File: src/mi_pkg.sv
package mi_pkg;

    // beat field width and default datapath width
    localparam int DATA_W    = 32;
    localparam int DEF_WIDTH = 32;

    // input beat
    typedef struct packed {
        logic [DATA_W-1:0] value;
        logic [DATA_W-1:0] modulus;
    } t_in_beat;

    // output beat
    typedef struct packed {
        logic [DATA_W-1:0] inverse;
        logic              status;
    } t_out_beat;

    // sequencer states
    typedef enum logic [2:0] {
        ST_IDLE,
        ST_CHECK,
        ST_ALIGN,
        ST_SUB,
        ST_FIX,
        ST_WRAP,
        ST_DONE
    } t_state;

    // datapath operations
    typedef enum logic [2:0] {
        OP_HOLD,
        OP_LOAD,
        OP_START,
        OP_ALIGN,
        OP_SUB,
        OP_FIX,
        OP_WRAP
    } t_op;

    // datapath status seen by the sequencer
    typedef struct packed {
        logic r1_zero;
        logic mod_zero;
        logic can_shift;
        logic k_zero;
    } t_dp_flags;

endpackage

File: src/mi_datapath.sv
module mi_datapath import mi_pkg::*; #(
    parameter int WIDTH = DEF_WIDTH
) (
    input  logic              i_clk,
    input  t_op               i_op,
    input  logic [DATA_W-1:0] i_value,
    input  logic [DATA_W-1:0] i_modulus,
    output t_dp_flags         o_flags,
    output logic [DATA_W-1:0] o_inverse,
    output logic              o_status
);

    localparam int KW = $clog2(WIDTH);

    // remainder chain and coefficient registers
    logic [WIDTH-1:0]        r_r0, n_r0, r_r1, n_r1;
    logic [WIDTH-1:0]        r_d, n_d, r_rem, n_rem, r_mod, n_mod;
    logic signed [WIDTH:0]   r_t0, n_t0, r_t1, n_t1, r_e, n_e, r_tacc, n_tacc;
    logic [KW-1:0]           r_k, n_k;
    logic                    r_fail, n_fail;

    // shared subtract and compare unit
    logic [WIDTH:0]          s_a, s_b;
    logic [WIDTH+1:0]        s_diff;
    logic                    s_ge;

    // coefficient lane
    logic signed [WIDTH:0]   t_sub, t_add, tacc_new;
    logic [WIDTH-1:0]        rem_new;

    // operand selection for the shared unit
    always_comb begin
        case (i_op)
            OP_ALIGN: begin
                s_a = {1'b0, r_rem};
                s_b = {r_d, 1'b0};
            end
            OP_WRAP: begin
                s_a = $unsigned(r_t0);
                s_b = {1'b0, r_mod};
            end
            default: begin
                s_a = {1'b0, r_rem};
                s_b = {1'b0, r_d};
            end
        endcase
    end

    assign s_diff = {1'b0, s_a} - {1'b0, s_b};
    assign s_ge   = ~s_diff[WIDTH+1];

    assign t_sub    = r_tacc - r_e;
    assign t_add    = r_t0 + $signed({1'b0, r_mod});
    assign rem_new  = s_ge ? s_diff[WIDTH-1:0] : r_rem;
    assign tacc_new = s_ge ? t_sub : r_tacc;

    // flags for the sequencer
    assign o_flags.r1_zero   = (r_r1 == '0);
    assign o_flags.mod_zero  = (r_mod == '0);
    assign o_flags.can_shift = ~r_d[WIDTH-1] & s_ge;
    assign o_flags.k_zero    = (r_k == '0);

    // next state of the datapath
    always_comb begin
        n_r0   = r_r0;
        n_r1   = r_r1;
        n_d    = r_d;
        n_rem  = r_rem;
        n_mod  = r_mod;
        n_t0   = r_t0;
        n_t1   = r_t1;
        n_e    = r_e;
        n_tacc = r_tacc;
        n_k    = r_k;
        n_fail = r_fail;
        case (i_op)
            OP_LOAD: begin
                n_r0  = WIDTH'(i_modulus);
                n_mod = WIDTH'(i_modulus);
                n_r1  = WIDTH'(i_value);
                n_t0  = '0;
                n_t1  = (WIDTH+1)'(1);
            end
            OP_START: begin
                n_d    = r_r1;
                n_e    = r_t1;
                n_rem  = r_r0;
                n_tacc = r_t0;
                n_k    = '0;
            end
            OP_ALIGN: begin
                // scale divisor and coefficient up while the divisor still fits
                if (o_flags.can_shift) begin
                    n_d = {r_d[WIDTH-2:0], 1'b0};
                    n_e = r_e <<< 1;
                    n_k = r_k + KW'(1);
                end
            end
            OP_SUB: begin
                // one quotient bit, then step the chain on the last bit
                if (o_flags.k_zero) begin
                    n_r0 = r_r1;
                    n_r1 = rem_new;
                    n_t0 = r_t1;
                    n_t1 = tacc_new;
                end else begin
                    n_rem  = rem_new;
                    n_tacc = tacc_new;
                    n_d    = r_d >> 1;
                    n_e    = r_e >>> 1;
                    n_k    = r_k - KW'(1);
                end
            end
            OP_FIX: begin
                n_fail = (r_r0 != WIDTH'(1));
                if (r_t0[WIDTH]) begin
                    n_t0 = t_add;
                end
            end
            OP_WRAP: begin
                if (s_ge) begin
                    n_t0 = $signed(s_diff[WIDTH:0]);
                end
            end
            default: begin
            end
        endcase
    end

    always_ff @(posedge i_clk) begin
        r_r0   <= n_r0;
        r_r1   <= n_r1;
        r_d    <= n_d;
        r_rem  <= n_rem;
        r_mod  <= n_mod;
        r_t0   <= n_t0;
        r_t1   <= n_t1;
        r_e    <= n_e;
        r_tacc <= n_tacc;
        r_k    <= n_k;
        r_fail <= n_fail;
    end

    // result fields
    assign o_status  = r_fail;
    assign o_inverse = r_fail ? '0 : DATA_W'(r_t0[WIDTH-1:0]);

endmodule

File: src/mi_ctrl.sv
module mi_ctrl import mi_pkg::*; (
    input  logic      i_clk,
    input  logic      i_rst_n,
    input  logic      i_start,
    input  logic      i_out_free,
    input  t_dp_flags i_flags,
    output t_op       o_op,
    output logic      o_busy,
    output logic      o_done
);

    t_state r_state, n_state;

    // state register
    always_ff @(posedge i_clk) begin
        if (!i_rst_n) begin
            r_state <= ST_IDLE;
        end else begin
            r_state <= n_state;
        end
    end

    // next state and datapath operation
    always_comb begin
        n_state = r_state;
        o_op    = OP_HOLD;
        o_done  = 1'b0;
        case (r_state)
            ST_IDLE: begin
                if (i_start) begin
                    o_op    = OP_LOAD;
                    n_state = ST_CHECK;
                end
            end
            ST_CHECK: begin
                if (i_flags.r1_zero || i_flags.mod_zero) begin
                    n_state = ST_FIX;
                end else begin
                    o_op    = OP_START;
                    n_state = ST_ALIGN;
                end
            end
            ST_ALIGN: begin
                o_op = OP_ALIGN;
                if (!i_flags.can_shift) begin
                    n_state = ST_SUB;
                end
            end
            ST_SUB: begin
                o_op = OP_SUB;
                if (i_flags.k_zero) begin
                    n_state = ST_CHECK;
                end
            end
            ST_FIX: begin
                o_op    = OP_FIX;
                n_state = ST_WRAP;
            end
            ST_WRAP: begin
                o_op    = OP_WRAP;
                n_state = ST_DONE;
            end
            ST_DONE: begin
                if (i_out_free) begin
                    o_done  = 1'b1;
                    n_state = ST_IDLE;
                end
            end
            default: begin
                n_state = ST_IDLE;
            end
        endcase
    end

    assign o_busy = (r_state != ST_IDLE);

endmodule

File: src/modular_inverse_unit.sv
// modular inverse by the extended euclidean algorithm, one item at a time
// the unit takes no new item until the last one is through; the shared subtract/compare unit
// sets the pace; the output register lets a new item start while the last result waits
// reset (synchronous, active low) clears the sequencer and the output valid only
module modular_inverse_unit import mi_pkg::*; #(
    parameter int WIDTH = DEF_WIDTH
) (
    input  logic      i_clk,
    input  logic      i_rst_n,
    input  logic      i_valid,
    output logic      o_stall,
    input  t_in_beat  i_data,
    output logic      o_valid,
    input  logic      i_stall,
    output t_out_beat o_data
);

    t_op               op;
    t_dp_flags         flags;
    logic              busy, done, start, out_free;
    logic [DATA_W-1:0] res_inverse;
    logic              res_status;

    logic              r_out_valid, n_out_valid;
    t_out_beat         r_out_data, n_out_data;

    assign start    = i_valid & ~busy;
    assign out_free = ~r_out_valid | ~i_stall;

    mi_ctrl u_ctrl (
        .i_clk      (i_clk),
        .i_rst_n    (i_rst_n),
        .i_start    (start),
        .i_out_free (out_free),
        .i_flags    (flags),
        .o_op       (op),
        .o_busy     (busy),
        .o_done     (done)
    );

    mi_datapath #(
        .WIDTH (WIDTH)
    ) u_dp (
        .i_clk     (i_clk),
        .i_op      (op),
        .i_value   (i_data.value),
        .i_modulus (i_data.modulus),
        .o_flags   (flags),
        .o_inverse (res_inverse),
        .o_status  (res_status)
    );

    // output register
    always_comb begin
        n_out_valid = r_out_valid;
        n_out_data  = r_out_data;
        if (done) begin
            n_out_valid        = 1'b1;
            n_out_data.inverse = res_inverse;
            n_out_data.status  = res_status;
        end else if (!i_stall) begin
            n_out_valid = 1'b0;
        end
    end

    always_ff @(posedge i_clk) begin
        if (!i_rst_n) begin
            r_out_valid <= 1'b0;
        end else begin
            r_out_valid <= n_out_valid;
        end
    end

    always_ff @(posedge i_clk) begin
        r_out_data <= n_out_data;
    end

    assign o_stall = busy;
    assign o_valid = r_out_valid;
    assign o_data  = r_out_data;

endmodule

File: config.mk
export PLATFORM = sky130hd
export DESIGN_NAME = modular_inverse_unit
export DESIGN_NICKNAME = d
export VERILOG_FILES = /design/src/mi_pkg.sv /design/src/mi_datapath.sv /design/src/mi_ctrl.sv /design/src/modular_inverse_unit.sv
export SDC_FILE = /design/constraint.sdc
export NUM_CORES = 1
export LEC_CHECK = 0
export ABC_AREA = 1
export BUFFER_PORTS_ARGS = -buffer_cell sky130_fd_sc_hd__buf_2
export CORE_ASPECT_RATIO = 0.7
export CORE_UTILIZATION = 30
export DETAILED_ROUTE_END_ITERATION = 8
export PLACE_DENSITY_LB_ADDON = 0.12
export SLEW_MARGIN = 20
export SYNTH_ARGS = -nofsm -noshare
export SYNTH_HDL_FRONTEND = slang
export SYNTH_SLANG_ARGS = --single-unit
File: constraint.sdc
create_clock -name i_clk -period 11.2 [get_ports i_clk]
set_input_delay 2.24 -clock i_clk [delete_from_list [all_inputs] [get_ports i_clk]]
set_output_delay 2.24 -clock i_clk [all_outputs]
set_load 0.02 [all_outputs]
==> impl_metrics.xml <==
<?xml version="1.0" encoding="UTF-8"?>
<metrics>
  <group name="logic_synthesis">
    <metric name="synth-edff-count" unit="">331</metric>
    <metric name="netlist_area" unit="um2">21800</metric>
    <metric name="post_synthesis_register_bit_count" unit="">335</metric>
    <metric name="synthArstFlopShare" unit="">0</metric>
    <metric name="synth.yosys.seq_area_share" unit="">0.460</metric>
    <metric name="yosysWarningCount" unit="">0</metric>
    <metric name="synthesis.instances" unit="">2725</metric>
    <metric name="yosys_most_used_dff" unit="">sky130_fd_sc_hd__edfxtp_1</metric>
    <metric name="yosys.cell_types.count" unit="">50</metric>
    <metric name="postSynthAreaPerCell" unit="um2">7.99</metric>
    <metric name="synth_nets" unit="">2897</metric>
  </group>
  <group name="routing">
    <metric name="antenna_left" unit="">0</metric>
    <metric name="route.vias.total" unit="">19380</metric>
    <metric name="highest-signal-layer" unit="">met4</metric>
    <metric name="route.detailed.drc" unit="">0</metric>
    <metric name="met1Wirelength" unit="mm">41.6</metric>
    <metric name="wl" unit="mm">80.6</metric>
    <metric name="drt_first_pass_iters" unit="">5</metric>
    <metric name="drt-wirelength-per-cell" unit="um">21.2</metric>
    <metric name="met3_length" unit="mm">4.59</metric>
    <metric name="met2_length" unit="mm">33.3</metric>
    <metric name="post_drt_via_cell_ratio" unit="">5.10</metric>
    <metric name="drt_first_iter_violations" unit="">1838</metric>
  </group>
  <group name="critical_path">
    <metric name="critPathSlowestCell" unit="">sky130_fd_sc_hd__nor2_4</metric>
    <metric name="critical-path-max-stage-delay" unit="ps">570</metric>
    <metric name="timing.critical_path.cells" unit="">clkinv_1, nor2_4, inv_1, buf_4, nand2_1, inv_1, buf_4, a21oi_1, ha_1, a21oi_1, nand2_1, a21oi_1, nand3_2, nand2_1, nand2_4, inv_2, buf_4, nand2_1, nand2_1, a21oi_4, buf_16</metric>
    <metric name="critical_path.endpoint_type" unit="">flop</metric>
    <metric name="cp_data_arrival_time" unit="ps">5920</metric>
    <metric name="critical_path.n_buffers_inverters" unit="">8</metric>
    <metric name="setup.worst_path.class" unit="">reg2reg</metric>
    <metric name="cp_top_family" unit="">buffers and inverters</metric>
    <metric name="critPathLaunchType" unit="">flop</metric>
    <metric name="worst_ep_required_time" unit="ps">11530</metric>
    <metric name="path_common_cell" unit="">sky130_fd_sc_hd__nand2_1</metric>
    <metric name="worst-path-max-fanout" unit="">49</metric>
  </group>
  <group name="sta">
    <metric name="finalWorstPathRequiredPeriod" unit="ps">5590</metric>
    <metric name="max_slew.worst_pin.slew" unit="ps">1040</metric>
    <metric name="clock_skew" unit="ps">24.7</metric>
    <metric name="timing.max_slew.rel_slack" unit="">0.299</metric>
    <metric name="final.period_utilization" unit="">0.499</metric>
    <metric name="report.final.setup_viol" unit="">0</metric>
    <metric name="final-hold-violation-count" unit="">0</metric>
    <metric name="setup-tns-final" unit="ps">0</metric>
    <metric name="timing.fmax" unit="MHz">179</metric>
    <metric name="maxSlewViolCount" unit="">0</metric>
    <metric name="setup_repair_after_global_routing_missed_its_margin" unit="">no</metric>
  </group>
  <group name="clock_network">
    <metric name="htree_num_levels" unit="">2</metric>
    <metric name="ctsResizeCount" unit="">0</metric>
    <metric name="cts.clk_slew.worst_paths" unit="ps">60</metric>
    <metric name="clock-sinks" unit="">335</metric>
    <metric name="cts_hold_buf" unit="">0</metric>
    <metric name="postCtsSetupBuffers" unit="">0</metric>
    <metric name="clk_latency" unit="ps">580</metric>
    <metric name="tritoncts" unit="">built</metric>
    <metric name="clockBufferDepth" unit="">3</metric>
    <metric name="cts.root.buffer_cell" unit="">sky130_fd_sc_hd__clkbuf_16</metric>
    <metric name="cts_buffers" unit="">39</metric>
  </group>
  <group name="grt">
    <metric name="grt_antenna_before_repair" unit="">0</metric>
    <metric name="gr-usage-all-layers" unit="">0.220</metric>
    <metric name="grt_max_degree" unit="">80</metric>
    <metric name="via_count_of_the_first_global_routing_pass" unit="">18382</metric>
    <metric name="grt_first_pass_wirelength" unit="mm">120</metric>
    <metric name="grt.overflow.total" unit="">0</metric>
  </group>
  <group name="layout">
    <metric name="syn2layout_area_growth" unit="%">13.4</metric>
    <metric name="utilization" unit="">0.344</metric>
    <metric name="final_layout_size_suffix_gt1_frac" unit="">0.0776</metric>
    <metric name="nets" unit="">2978</metric>
  </group>
  <group name="floorplanning">
    <metric name="die_outline_area" unit="um2">73700</metric>
    <metric name="floorplan.initialDensity" unit="">0.304</metric>
    <metric name="num_rows" unit="">82</metric>
    <metric name="coreArea" unit="um2">71700</metric>
    <metric name="dieWidth" unit="um">324</metric>
    <metric name="height_of_the_die" unit="um">227</metric>
    <metric name="boundaryPins" unit="">103</metric>
  </group>
  <group name="worst_hold_path">
    <metric name="type_of_the_most_critical_hold_path" unit="">reg2reg</metric>
  </group>
  <group name="placement">
    <metric name="half_perimeter_wire_length_of_the_detailed_placement_result" unit="mm">63.0</metric>
    <metric name="io_buffer_count" unit="">102</metric>
    <metric name="place.gp.congestion" unit="">0.987</metric>
  </group>
  <group name="run_status">
    <metric name="outcome" unit="">finished, final reports clean</metric>
  </group>
  <group name="job">
    <metric name="drv_cap" unit="">0</metric>
  </group>
</metrics>
==> cells in the mapped netlist, types with 3 or more instances <==
library cell | n | area, um2
sky130_fd_sc_hd__inv_1 | 310 | 1160
sky130_fd_sc_hd__nor4_1 | 27 | 169
sky130_fd_sc_hd__dfxtp_1 | 4 | 80.1
sky130_fd_sc_hd__o21ai_0 | 168 | 841
sky130_fd_sc_hd__or2_2 | 11 | 68.8
sky130_fd_sc_hd__nand3_1 | 158 | 791
sky130_fd_sc_hd__xor2_1 | 21 | 184
sky130_fd_sc_hd__o211ai_1 | 44 | 330
sky130_fd_sc_hd__a21o_1 | 6 | 45.0
sky130_fd_sc_hd__nand4_1 | 22 | 138
sky130_fd_sc_hd__buf_6 | 9 | 101
sky130_fd_sc_hd__o21bai_1 | 10 | 75.1
sky130_fd_sc_hd__nor3_1 | 19 | 95.1
sky130_fd_sc_hd__o221ai_1 | 38 | 333
sky130_fd_sc_hd__fa_1 | 4 | 80.1
sky130_fd_sc_hd__o21ai_1 | 7 | 35.0
sky130_fd_sc_hd__or2_1 | 4 | 25.0
sky130_fd_sc_hd__xnor2_1 | 23 | 201
sky130_fd_sc_hd__nand3b_1 | 15 | 113
sky130_fd_sc_hd__nand2_2 | 3 | 18.8
sky130_fd_sc_hd__inv_2 | 3 | 11.3
sky130_fd_sc_hd__edfxtp_1 | 331 | 9940
sky130_fd_sc_hd__buf_1 | 8 | 30.0
sky130_fd_sc_hd__ha_1 | 100 | 1250
sky130_fd_sc_hd__buf_2 | 11 | 55.1
sky130_fd_sc_hd__o211ai_2 | 6 | 75.1
sky130_fd_sc_hd__nor2_1 | 208 | 781
sky130_fd_sc_hd__a21oi_1 | 165 | 826
sky130_fd_sc_hd__clkbuf_1 | 52 | 195
sky130_fd_sc_hd__o22ai_1 | 14 | 87.6
sky130_fd_sc_hd__nand2_1 | 883 | 3310
sky130_fd_sc_hd__o21a_1 | 14 | 105
==> final cells by class <==
cell class	instances	area [um2]
flip-flops and latches	335	10000
diodes	1	2.50
well taps	966	1210
clock inverters	19	239
inverters	315	1190
repair buffers	124	712
clock buffers	52	1090
multi-input cells	1991	10200
fillers	7630	47000
==> per-layer routing <==
metal	track usage	up-vias
met5	0	-
met4	0.0397	0
met3	0.0264	65
met2	0.322	596
met1	0.344	9303
li1	-	9416
==> sequential cells by signal, indices dropped and copies added, names as in the netlist <==
register / flops
u_dp.r_rem: 32
u_dp.r_mod: 32
u_dp.r_t1: 33
u_ctrl.r_state: 3
u_dp.r_tacc: 33
u_dp.r_d: 32
u_dp.r_k: 5
u_dp.r_e: 33
u_dp.r_r1: 32
o_data: 33
u_dp.r_t0: 33
u_dp.o_status: 1
u_dp.r_r0: 32
o_valid: 1
==> placed cells by master, fill, tap and decap left out, drive strengths merged <==
cell type and instances:
or4 1, nand3 160, a31oi 2, nand2 886
a22oi 1, o211ai 50, o21a 14, a22o 1
buf 124, o22ai 14, a211oi 2, fa 4
nand4 22, edfxtp 331, clkbuf 52, a21boi 1
xnor2 23, o221ai 38, o21bai 10, nor3b 2
diode 1, nor3 21, o31ai 1, ha 100
nand3b 15, a21oi 167, nor2 209, inv 315
a21o 6, a221oi 2, o21ai 175, xor2 21
and2 1, or2 15, nor4 27, clkinvlp 2
clkinv 12, dfxtp 4, bufinv 5
==> cell families after synthesis <==
family                   count (synthesis)  share of synthesized area
AND/OR/NAND/NOR                       1359                      0.257
AO/OA/AOI/OAI                          484                      0.131
buffers and inverters                  399                     0.0735
flip-flops                             335                      0.460
XOR/XNOR                                44                     0.0177
adder cells (fa/ha/maj)                104                     0.0612
==> worst paths after layout <==
path	from	endpoint	slack [ps]	cells after the start
min	u_dp.r_r0[22]	u_dp.r_rem[22]	540	2
min reg2reg	u_dp.r_r0[22]	u_dp.r_rem[22]	540	2
max	u_ctrl.r_state[2]	u_dp.r_t0[1]	5610	21
max reg2reg	u_ctrl.r_state[2]	u_dp.r_t0[1]	5610	21
==> worst reg2reg max path: stages, from the launching register on <==
cell                       delay [ps]
sky130_fd_sc_hd__dfxtp_1          490
sky130_fd_sc_hd__clkinv_1         320
sky130_fd_sc_hd__nor2_4           570
sky130_fd_sc_hd__inv_1             90
sky130_fd_sc_hd__buf_4            310
sky130_fd_sc_hd__nand2_1          160
sky130_fd_sc_hd__inv_1             80
sky130_fd_sc_hd__buf_4            250
sky130_fd_sc_hd__a21oi_1          230
sky130_fd_sc_hd__ha_1             320
sky130_fd_sc_hd__a21oi_1          310
sky130_fd_sc_hd__nand2_1          220
sky130_fd_sc_hd__a21oi_1          200
sky130_fd_sc_hd__nand3_2          190
sky130_fd_sc_hd__nand2_1          160
sky130_fd_sc_hd__nand2_4           70
sky130_fd_sc_hd__inv_2            470
sky130_fd_sc_hd__buf_4            310
sky130_fd_sc_hd__nand2_1           70
sky130_fd_sc_hd__nand2_1          140
sky130_fd_sc_hd__a21oi_4          120
sky130_fd_sc_hd__buf_16           250
==> metrics by stage <==
step                      std cells  setup slack, ps  area (um2)  hold slack (ps)
after floorplan                2725             2500       21800              511
after global placement         3729             5590       23300              530
after detailed placement       3729             5470       23300              535
after CTS                      3800             5430       24600              548
after global routing           3802             5240       24700              595
final                          3803             5610       24700              545
Power is not shown: default switching activity piles up to over one toggle a cycle in this logic, so the estimate is an artifact.
